## src/rtl/b64c_pkg.sv

```systemverilog
`default_nettype none

package b64c_pkg;

  localparam int unsigned DataWidth  = 32;
  localparam int unsigned CharWidth  = 8;
  localparam int unsigned SextWidth  = 6;
  localparam int unsigned GroupChars = 4;

  typedef enum logic {
    OP_ENCODE = 1'b0,
    OP_DECODE = 1'b1
  } op_e;

  typedef logic [DataWidth-1:0] data_t;
  typedef logic [CharWidth-1:0] char_t;
  typedef logic [SextWidth-1:0] sext_t;

  // map a six-bit index onto its alphabet character
  function automatic char_t enc_char(sext_t idx);
    char_t wide;
    char_t ch;
    wide = {2'b00, idx};
    priority if (idx == 6'd0) begin
      ch = "X";
    end else if (idx <= 6'd26) begin
      ch = wide + 8'h60;
    end else if (idx <= 6'd49) begin
      ch = wide + 8'd38;
    end else if (idx == 6'd50) begin
      ch = "Y";
    end else if (idx == 6'd51) begin
      ch = "Z";
    end else if (idx <= 6'd61) begin
      ch = wide - 8'd4;
    end else if (idx == 6'd62) begin
      ch = "_";
    end else begin
      ch = ".";
    end
    return ch;
  endfunction

  // map a character back to its index; anything outside the alphabet gives zero
  function automatic sext_t dec_char(char_t ch);
    char_t val;
    priority if (ch >= "a" && ch <= "z") begin
      val = ch - 8'h60;
    end else if (ch >= "A" && ch <= "W") begin
      val = ch - 8'd38;
    end else if (ch == "Y") begin
      val = 8'd50;
    end else if (ch == "Z") begin
      val = 8'd51;
    end else if (ch >= "0" && ch <= "9") begin
      val = ch + 8'd4;
    end else if (ch == "_") begin
      val = 8'd62;
    end else if (ch == ".") begin
      val = 8'd63;
    end else begin
      val = 8'd0;
    end
    return val[SextWidth-1:0];
  endfunction

endpackage

`default_nettype wire

```

## src/rtl/b64c_in_stage.sv

```systemverilog
`default_nettype none

module b64c_in_stage (
  input  wire logic            clk_i,
  input  wire logic            rst_ni,
  input  wire logic            in_valid_i,
  output logic                 in_ready_o,
  input  wire b64c_pkg::op_e   operation_i,
  input  wire b64c_pkg::data_t data_in_i,
  output logic                 s1_valid_o,
  input  wire logic            s1_ready_i,
  output b64c_pkg::op_e        s1_op_o,
  output b64c_pkg::data_t      s1_data_o
);
  import b64c_pkg::*;

  logic  valid_q, valid_d;
  op_e   op_q;
  data_t data_q;

  assign in_ready_o = !valid_q || s1_ready_i;
  assign valid_d    = in_ready_o ? in_valid_i : valid_q;

  always_ff @(posedge clk_i or negedge rst_ni) begin
    if (!rst_ni) begin
      valid_q <= 1'b0;
    end else begin
      valid_q <= valid_d;
    end
  end

  always_ff @(posedge clk_i) begin
    if (in_valid_i && in_ready_o) begin
      op_q   <= operation_i;
      data_q <= data_in_i;
    end
  end

  assign s1_valid_o = valid_q;
  assign s1_op_o    = op_q;
  assign s1_data_o  = data_q;

endmodule

`default_nettype wire

```

## src/rtl/b64c_map.sv

```systemverilog
`default_nettype none

module b64c_map (
  input  wire b64c_pkg::op_e   op_i,
  input  wire b64c_pkg::data_t data_i,
  output b64c_pkg::data_t      data_o
);
  import b64c_pkg::*;

  logic [GroupChars*SextWidth-1:0] enc_bits;
  logic [GroupChars*SextWidth-1:0] dec_bits;
  data_t                           enc_word;
  data_t                           dec_word;

  assign enc_bits = data_i[GroupChars*SextWidth-1:0];

  for (genvar g = 0; g < GroupChars; g++) begin : g_lane
    assign enc_word[g*CharWidth +: CharWidth] = enc_char(enc_bits[g*SextWidth +: SextWidth]);
    assign dec_bits[g*SextWidth +: SextWidth] = dec_char(data_i[g*CharWidth +: CharWidth]);
  end

  assign dec_word = {{(DataWidth-GroupChars*SextWidth){1'b0}}, dec_bits};

  always_comb begin
    unique case (op_i)
      OP_ENCODE: data_o = enc_word;
      OP_DECODE: data_o = dec_word;
      default:   data_o = enc_word;
    endcase
  end

endmodule

`default_nettype wire

```

## src/rtl/base64_custom_alphabet_codec_unit.sv

```systemverilog
`default_nettype none

// Base64-style group codec over the alphabet X, a-z, A-W, Y, Z, 0-9, '_', '.'.
// operation_i = 0 encodes the three bytes in data_in_i[23:0] (first byte on top)
// into four characters, first character in data_out_o[31:24]; operation_i = 1
// decodes four characters into three bytes in data_out_o[23:0] with the top byte
// zero. Characters outside the alphabet decode as 'X' (zero) with no error flag.
// An accepted transaction passes the input register, then the result register.
// One transaction is accepted every cycle while the output side keeps taking
// results; a stalled output backs up through both registers.
module base64_custom_alphabet_codec_unit (
  input  wire logic            clk_i,
  input  wire logic            rst_ni,
  input  wire logic            in_valid_i,
  output logic                 in_ready_o,
  input  wire b64c_pkg::op_e   operation_i,
  input  wire b64c_pkg::data_t data_in_i,
  output logic                 out_valid_o,
  input  wire logic            out_ready_i,
  output b64c_pkg::data_t      data_out_o
);
  import b64c_pkg::*;

  logic  s1_valid;
  logic  s1_ready;
  op_e   s1_op;
  data_t s1_data;
  data_t map_data;

  logic  out_valid_q, out_valid_d;
  data_t out_data_q;

  b64c_in_stage u_in_stage (
    .clk_i       (clk_i),
    .rst_ni      (rst_ni),
    .in_valid_i  (in_valid_i),
    .in_ready_o  (in_ready_o),
    .operation_i (operation_i),
    .data_in_i   (data_in_i),
    .s1_valid_o  (s1_valid),
    .s1_ready_i  (s1_ready),
    .s1_op_o     (s1_op),
    .s1_data_o   (s1_data)
  );

  b64c_map u_map (
    .op_i   (s1_op),
    .data_i (s1_data),
    .data_o (map_data)
  );

  assign s1_ready    = !out_valid_q || out_ready_i;
  assign out_valid_d = s1_ready ? s1_valid : out_valid_q;

  always_ff @(posedge clk_i or negedge rst_ni) begin
    if (!rst_ni) begin
      out_valid_q <= 1'b0;
    end else begin
      out_valid_q <= out_valid_d;
    end
  end

  always_ff @(posedge clk_i) begin
    if (s1_valid && s1_ready) begin
      out_data_q <= map_data;
    end
  end

  assign out_valid_o = out_valid_q;
  assign data_out_o  = out_data_q;

`ifndef SYNTHESIS
  a_ready_only_on_full_stall : assert property (@(posedge clk_i) disable iff (!rst_ni)
    !in_ready_o |-> (s1_valid && out_valid_o && !out_ready_i))
    else $error("input stalled without a full pipeline");

  a_stage_moves_to_output : assert property (@(posedge clk_i) disable iff (!rst_ni)
    (s1_valid && s1_ready) |=> out_valid_o)
    else $error("transaction lost between stages");

  a_decode_top_byte_zero : assert property (@(posedge clk_i) disable iff (!rst_ni)
    (s1_valid && s1_ready && s1_op == OP_DECODE) |=> (data_out_o[31:24] == 8'h00))
    else $error("decode result has nonzero top byte");

  a_stalled_result_holds : assert property (@(posedge clk_i) disable iff (!rst_ni)
    (out_valid_o && !out_ready_i) |=> $stable(out_data_q))
    else $error("result register changed under stall");
`endif

endmodule

`default_nettype wire

```

## config.mk

```make
export PLATFORM = sky130hd
export DESIGN_NAME = base64_custom_alphabet_codec_unit
export DESIGN_NICKNAME = d
export VERILOG_FILES = /design/src/rtl/b64c_pkg.sv /design/src/rtl/b64c_in_stage.sv /design/src/rtl/b64c_map.sv /design/src/rtl/base64_custom_alphabet_codec_unit.sv
export SDC_FILE = /design/constraint.sdc
export NUM_CORES = 1
export LEC_CHECK = 0
export BUFFER_PORTS_ARGS = -buffer_cell sky130_fd_sc_hd__buf_4
export CAP_MARGIN = 20
export CORE_ASPECT_RATIO = 0.6
export CORE_MARGIN = 4
export CORE_UTILIZATION = 49
export CTS_CLUSTER_DIAMETER = 50
export DETAILED_ROUTE_END_ITERATION = 8
export GPL_ROUTABILITY_DRIVEN = 0
export PLACE_DENSITY = 0.78
export SLEW_MARGIN = 20
export SYNTH_ARGS = -nofsm -noshare
export SYNTH_HDL_FRONTEND = slang
export SYNTH_SLANG_ARGS = --single-unit
```

## constraint.sdc

```tcl
create_clock -name clk_i -period 3.2 [get_ports clk_i]
set_clock_uncertainty 0.15 [all_clocks]
set_input_delay 0.48 -clock clk_i [delete_from_list [all_inputs] [get_ports clk_i]]
set_output_delay 0.48 -clock clk_i [all_outputs]
set_load 0.01 [all_outputs]
```

-- Yosys cells after proc, flatten, opt, wreduce, memory -nomap -nowiden
Cells that the tools add are included.
Widths: inputs -> output; s select.
- register bits: 67
- input port bits: 37
- output and inout port bits: 34
- logic and storage cells: 173
- add/subtract/negate cells: 24
- $lt $le $gt $ge: 36
- equal/unequal tests: 28
- multiplexer cells: 57
- bitwise logic cells: 1
- reductions and logical operators: 22
- operators by type and width (kind ; number):
    $mux 8 ; 24
    $mux 6 ; 28
    $eq 8x7->1 const B ; 12
    $eq 6x6->1 const B ; 12
    $ge 8x7->1 const B ; 8
    $le 8x7->1 const B ; 8
    $pmux 32 s2 ; 1
    $le 6x6->1 const B ; 8
    $sub 6x6->6 const B ; 8
    $add 6x7->8 const B ; 4
    $eq 8x6->1 const B ; 4
    $ge 8x6->1 const B ; 4
    $le 8x6->1 const B ; 4
    $add 6x6->7 const B ; 4
    $mux 7 ; 4
    $sub 6x3->7 const B ; 4
    $add 6x3->6 const B ; 4
    $le 6x5->1 const B ; 4
    $logic_not 6->1 ; 4
    $logic_and 1x1->1 ; 14
    $logic_not 1->1 ; 2
    $logic_or 1x1->1 ; 2
    $not 1->1 ; 1

-- Depth between registers and ports, before layout
- depth after elaboration: 9
- depth in mapped cells: 9
- gate-level depth less buffers: 7

-- Modules after synthesis
Synthesis repeated with hierarchy kept, for this count alone.
- cells, all modules: 657
- area, all modules: 5994.5 µm²
- by module, submodules not included (module ; times used ; cells each ; area each (µm²) ; seq. area each (µm²)):
    b64c_map ; 1 ; 584 ; 3935.0 ; 0.0
    b64c_in_stage ; 1 ; 37 ; 1044.8 ; 1016.0
    base64_custom_alphabet_codec_unit ; 1 ; 36 ; 1014.7 ; 985.9

-- Worst setup path before layout
No wires, ideal clock.
- path kind: register -> register
- from: register u_in_stage.data_q[3], in the netlist u_in_stage.s1_data_o[3]
- to: register out_data_q[3], in the netlist data_out_o[3] (data pin)
- setup time: 0.267 ns
- arrival: 2.265 ns
- required time: 2.783 ns
- slack: 0.518 ns
- stages on the path, launching flop included: 10
- buffers on the path: 2
- clock period less this slack: 2.682 ns
- cell sequence: edfxtp_1 -> clkbuf_1 -> inv_1 -> ha_1 -> or4b_1 -> o211a_1 -> buf_2 -> a211o_1 -> a221oi_1 -> o22ai_1
- cells in the longest elaborated chain, start to end: 9
- elaborated cells between the ends (all ways): 39
- those cells by class: add/sub: 6; order compare: 9; eq/ne: 6; mux: 14; reduce/logical: 4
- ends and longest elaborated chain (element ; line ; RTL):
    from (decl) ; b64c_in_stage.sv:19 ; data_t data_q;
    from (signal assigned) ; b64c_in_stage.sv:35 ; data_q <= data_in_i;
    parallel branches: the longest is 8 deep, another holds $sub 6x3->7 ; n/a ;
    $pmux 32 s2 (*) ; b64c_map.sv:25 ; unique case (op_i)
    named net map_data[3] ; base64_custom_alphabet_codec_unit.sv:28 ; data_t map_data;
    to (signal assigned) ; base64_custom_alphabet_codec_unit.sv:65 ; out_data_q <= map_data;
    to (decl) ; base64_custom_alphabet_codec_unit.sv:31 ; data_t out_data_q;
Mark *: on every way through the listed nets, which the timed path passes.
A chain may end at the register's enable or synchronous reset.

-- Worst setup path in the final report
- from: register u_in_stage.data_q[2], in the netlist u_in_stage.s1_data_o[2]
- to: register out_data_q[3], in the netlist data_out_o[3] (data pin)
The elaborated chain is that of the path after synthesis.

==> results.txt <==
- Floorplan die width: 146 µm
- Setup violations remaining at the end of the flow were counted as 0.
- Traced cell by cell, the critical path runs through inv_1 > ha_1 > or4b_1 > o211a_1 > a211o_1 > a221oi_1 > o22ai_1.
* Detailed router's first-iteration violation count: 719
- Clock Latency Late Sink: 340 ps
* Buffer depth of the longest clock path: 2
- Met1 layer usage reported by global route: 0.343
* Number of buffer and inverter stages on the critical path: 1
* Global-route met3 utilization: 0.0866
- N_diodes: 0
- Measured against its own limit, the worst slew margin works out to 0.394.
* Via count of the first global-routing pass: 4845
- Timing would allow up to 335 MHz.
* Nature of the critical path startpoint: flip-flop
- Worst reg2reg path depth: 7
- The first detailed-routing pass took 8 iterations.
- The layer flagged by global routing as most heavily used is met1.
- The count of endpoints failing hold in the final timing report was 0.
* CP Depth: 7
* Antenna violations before repair: 0
- In the layout the commonest cells are 94 x sky130_fd_sc_hd__buf_4, 65 x sky130_fd_sc_hd__edfxtp_1, 48 x sky130_fd_sc_hd__ha_1, 39 x sky130_fd_sc_hd__a21oi_1.
- Worst hold path startpoint: data_in_i[27]
* Detailed-route via count: 5510
- The max-slew violation count was 0.
* Height of the die: 90.9 µm
* Peak supply drop: 0.259 mV
- Core area: 10900 µm²
- Power dissipated by switching net loads: 0.817 mW
- Dividing the final minimum period by the clock period gives 0.933.
* CTS Sinks: 67
- Of the total power, combinational logic draws 0.227.
- Primary FF master, synth: sky130_fd_sc_hd__edfxtp_1
- Yosys mapped a number of flops with a built-in enable equal to 65.
- In this run the worst path has a maximum fanout of 9.
- For this run, global-route usage on met2 was measured as 0.312.
- Of the total power, registers draw 0.411.
- When the netlist entered floorplanning its net count stood at 682.
* Area added between synthesis and finish: 18.4%
* DRC errors left: 0
- Data on the critical path is required at its endpoint by 3110 ps.
- The slowest stage of the critical path is the sky130_fd_sc_hd__or4b_1 cell.
* DR WL/cell: 19.6 µm
* Reg-to-Reg End: data_out_o[3]$_DFFE_PP_
- CTS built an H-tree with a depth of 3.
* Worst stage delay on the critical path: 580 ps
- Transition time of the tightest slew-check pin: 903 ps
- Die Footprint: 13300 µm²
- Total length of routed wires: 15900 µm
- Clock Pin Slew Worst Setup and Hold Paths: 60 ps
- Setup repair after global routing left no endpoint under its margin.
* Total standard cell area after synthesis: 5620 µm²
* Final ANT Viol Nets: 0
- Detailed placement ended at an HPWL of 11600 µm.
- Tightest Hold Check Type: in2reg
- GRT Residual Overflow: 0
* Worst hold slack across all endpoints: 160 ps
- Flop and latch count out of synthesis: 67
* Sequential area share after synthesis: 0.356
* Worst reg2reg startpoint: u_in_stage.s1_data_o[2]$_DFFE_PP_
* Setup TNS: 0 ps
- Initial Utilization: 0.516
- Count of maximum capacitance violations: 0
- Dividing total power by cell area gives a power density of 411 nW/µm².
* Maximum number of pins on one net before global-route repair: 34
- STA classifies the critical path endpoint as a flip-flop.
- For this design the static power due to leakage is 2.68 nW.
* Total internal power: 1.92 mW
* Status: finished, final reports clean
- Clock tree from TritonCTS: done
* Sink of the worst hold path: u_in_stage.s1_data_o[27]$_DFFE_PP_
* Clk network pwr share: 0.362
* Arrival time of the worst setup path: 2900 ps
- The initialized floorplan defines 29 standard-cell rows.
- Along the worst hold path, the cell count comes to 1.
- Port Buffers: 70
* Leading cell type in the layout, fill and taps excluded: sky130_fd_sc_hd__buf_4
- Ports: 71
* Gate count of the mapped netlist: 597
* NumNets Final: 752
- The netlist uses 83 different library cells.
* Total CTS buffers: 9
- Avg Cell Area, Syn: 9.41 µm²
- Buffers added to address setup during post-CTS repair amount to 0.
- Of the total power, the share spent switching nets is 0.299.
* GR Util All Layers: 0.230
* Share of post-route cells with drive strength above 1: 0.188
* Setup slack on the worst flop-to-flop path: 220 ps
- In the routed layout, each cell is associated on average with a via count of 6.79.
- During synthesis, Yosys emitted a total of 0 warnings.
- The first global-routing pass estimated 25000 µm of wire.
- Of all flip-flops after synthesis, the portion carrying an async set or reset was 0.0299.
* Clock root cell: sky130_fd_sc_hd__clkbuf_16
* Final critical delay including setup and external delays: 2980 ps
- Critical path type: reg2reg
* Cell class contributing the biggest share of worst-path delay: compound AO/OA/AOI/OAI gates
repair_timing:
item | 4_1_cts | 5_1_grt
hold buffers | 1 | 0
hold endpoints to repair | 2 | 0
resized for setup | 0 | 0
metal layers:
metal  vias up  share of wire
met5         -              0
met2       449           0.41
met1      2531           0.42
met4         0          0.017
li1       2484              -
met3        46           0.15
worst max-delay path by stage:
stage | from | to
CTS | u_in_stage.s1_data_o[2]$_DFFE_PP_ | data_out_o[3]$_DFFE_PP_
global route | u_in_stage.s1_data_o[19]$_DFFE_PP_ | data_out_o[16]$_DFFE_PP_
floorplan | u_in_stage.s1_data_o[3]$_DFFE_PP_ | data_out_o[3]$_DFFE_PP_
global placement | u_in_stage.s1_data_o[2]$_DFFE_PP_ | data_out_o[3]$_DFFE_PP_
detailed placement | u_in_stage.s1_data_o[2]$_DFFE_PP_ | data_out_o[3]$_DFFE_PP_
finish | u_in_stage.s1_data_o[2]$_DFFE_PP_ | data_out_o[3]$_DFFE_PP_
per-stage QoR:
stage               total power [mW]  area, µm²  utilization  setup slack, ps  cells
floorplan                       1.50       5620            -              518    597
global route                    2.84       6650        0.611             84.2    811
finish                          2.74       6650        0.611              216    811
global placement                1.72       6350        0.583              440    794
detailed placement              1.74       6350        0.583              318    794
CTS                             2.73       6650        0.611              310    811
sequential cells by signal, indices dropped and copies added, names as in the netlist:
register and flops:
data_out_o 32, out_valid_o 1, u_in_stage.s1_data_o 32, u_in_stage.s1_op_o 1, u_in_stage.s1_valid_o 1
cell families after synthesis:
family | Yosys count | share of synthesized area
multiplexers | 3 | 0.00579
other | 1 | 0.000668
AO/OA/AOI/OAI | 218 | 0.278
flip-flops | 67 | 0.356
adder cells (fa/ha/maj) | 48 | 0.107
AND/OR/NAND/NOR | 176 | 0.182
buffers and inverters | 71 | 0.0501
XOR/XNOR | 13 | 0.0203
power by group through the flow:
stage	combinational, mW	sequential, mW	clock, mW
final	0.621	1.12	0.990
after global routing	0.671	1.13	1.04
after CTS	0.603	1.12	1.00
after detailed placement	0.598	1.14	0
after global placement	0.586	1.14	0
after floorplan	0.371	1.13	0
cell usage after synthesis (5+ instances only):
library cell | n | share of area
sky130_fd_sc_hd__o2111ai_1 | 6 | 0.0094
sky130_fd_sc_hd__a21oi_1 | 39 | 0.035
sky130_fd_sc_hd__and2_1 | 8 | 0.0089
sky130_fd_sc_hd__a221oi_1 | 7 | 0.011
sky130_fd_sc_hd__nor2b_1 | 7 | 0.0078
sky130_fd_sc_hd__nor3_1 | 11 | 0.0098
sky130_fd_sc_hd__buf_2 | 5 | 0.0045
sky130_fd_sc_hd__o311ai_0 | 6 | 0.0094
sky130_fd_sc_hd__and4b_1 | 7 | 0.012
sky130_fd_sc_hd__o21ai_0 | 36 | 0.032
sky130_fd_sc_hd__a211o_1 | 5 | 0.0078
sky130_fd_sc_hd__nand3_1 | 11 | 0.0098
sky130_fd_sc_hd__ha_1 | 48 | 0.11
sky130_fd_sc_hd__o211ai_1 | 7 | 0.0094
sky130_fd_sc_hd__and3_1 | 6 | 0.0067
sky130_fd_sc_hd__nand3b_1 | 7 | 0.0094
sky130_fd_sc_hd__inv_1 | 34 | 0.023
sky130_fd_sc_hd__a211oi_1 | 13 | 0.017
sky130_fd_sc_hd__edfxtp_1 | 65 | 0.35
sky130_fd_sc_hd__a21o_1 | 12 | 0.016
sky130_fd_sc_hd__o22ai_1 | 7 | 0.0078
sky130_fd_sc_hd__nor4_1 | 8 | 0.0089
sky130_fd_sc_hd__xnor2_1 | 11 | 0.017
sky130_fd_sc_hd__nand2b_1 | 9 | 0.010
sky130_fd_sc_hd__nand4_1 | 8 | 0.0089
sky130_fd_sc_hd__nor2_1 | 24 | 0.016
sky130_fd_sc_hd__o31ai_1 | 7 | 0.0094
sky130_fd_sc_hd__a21boi_0 | 5 | 0.0067
sky130_fd_sc_hd__clkbuf_1 | 28 | 0.019
sky130_fd_sc_hd__a31oi_1 | 8 | 0.0089
sky130_fd_sc_hd__nand2_1 | 36 | 0.024
layout make-up:
type	instances	area, µm²
clock buffer	9	225
clock inverter	7	67.6
fill	887	4240
inverter	35	131
multi-input combinational	459	3330
sequential	67	2000
tap	139	174
timing repair buffer	95	716
Note: power is estimated with default switching activity, not from simulation.
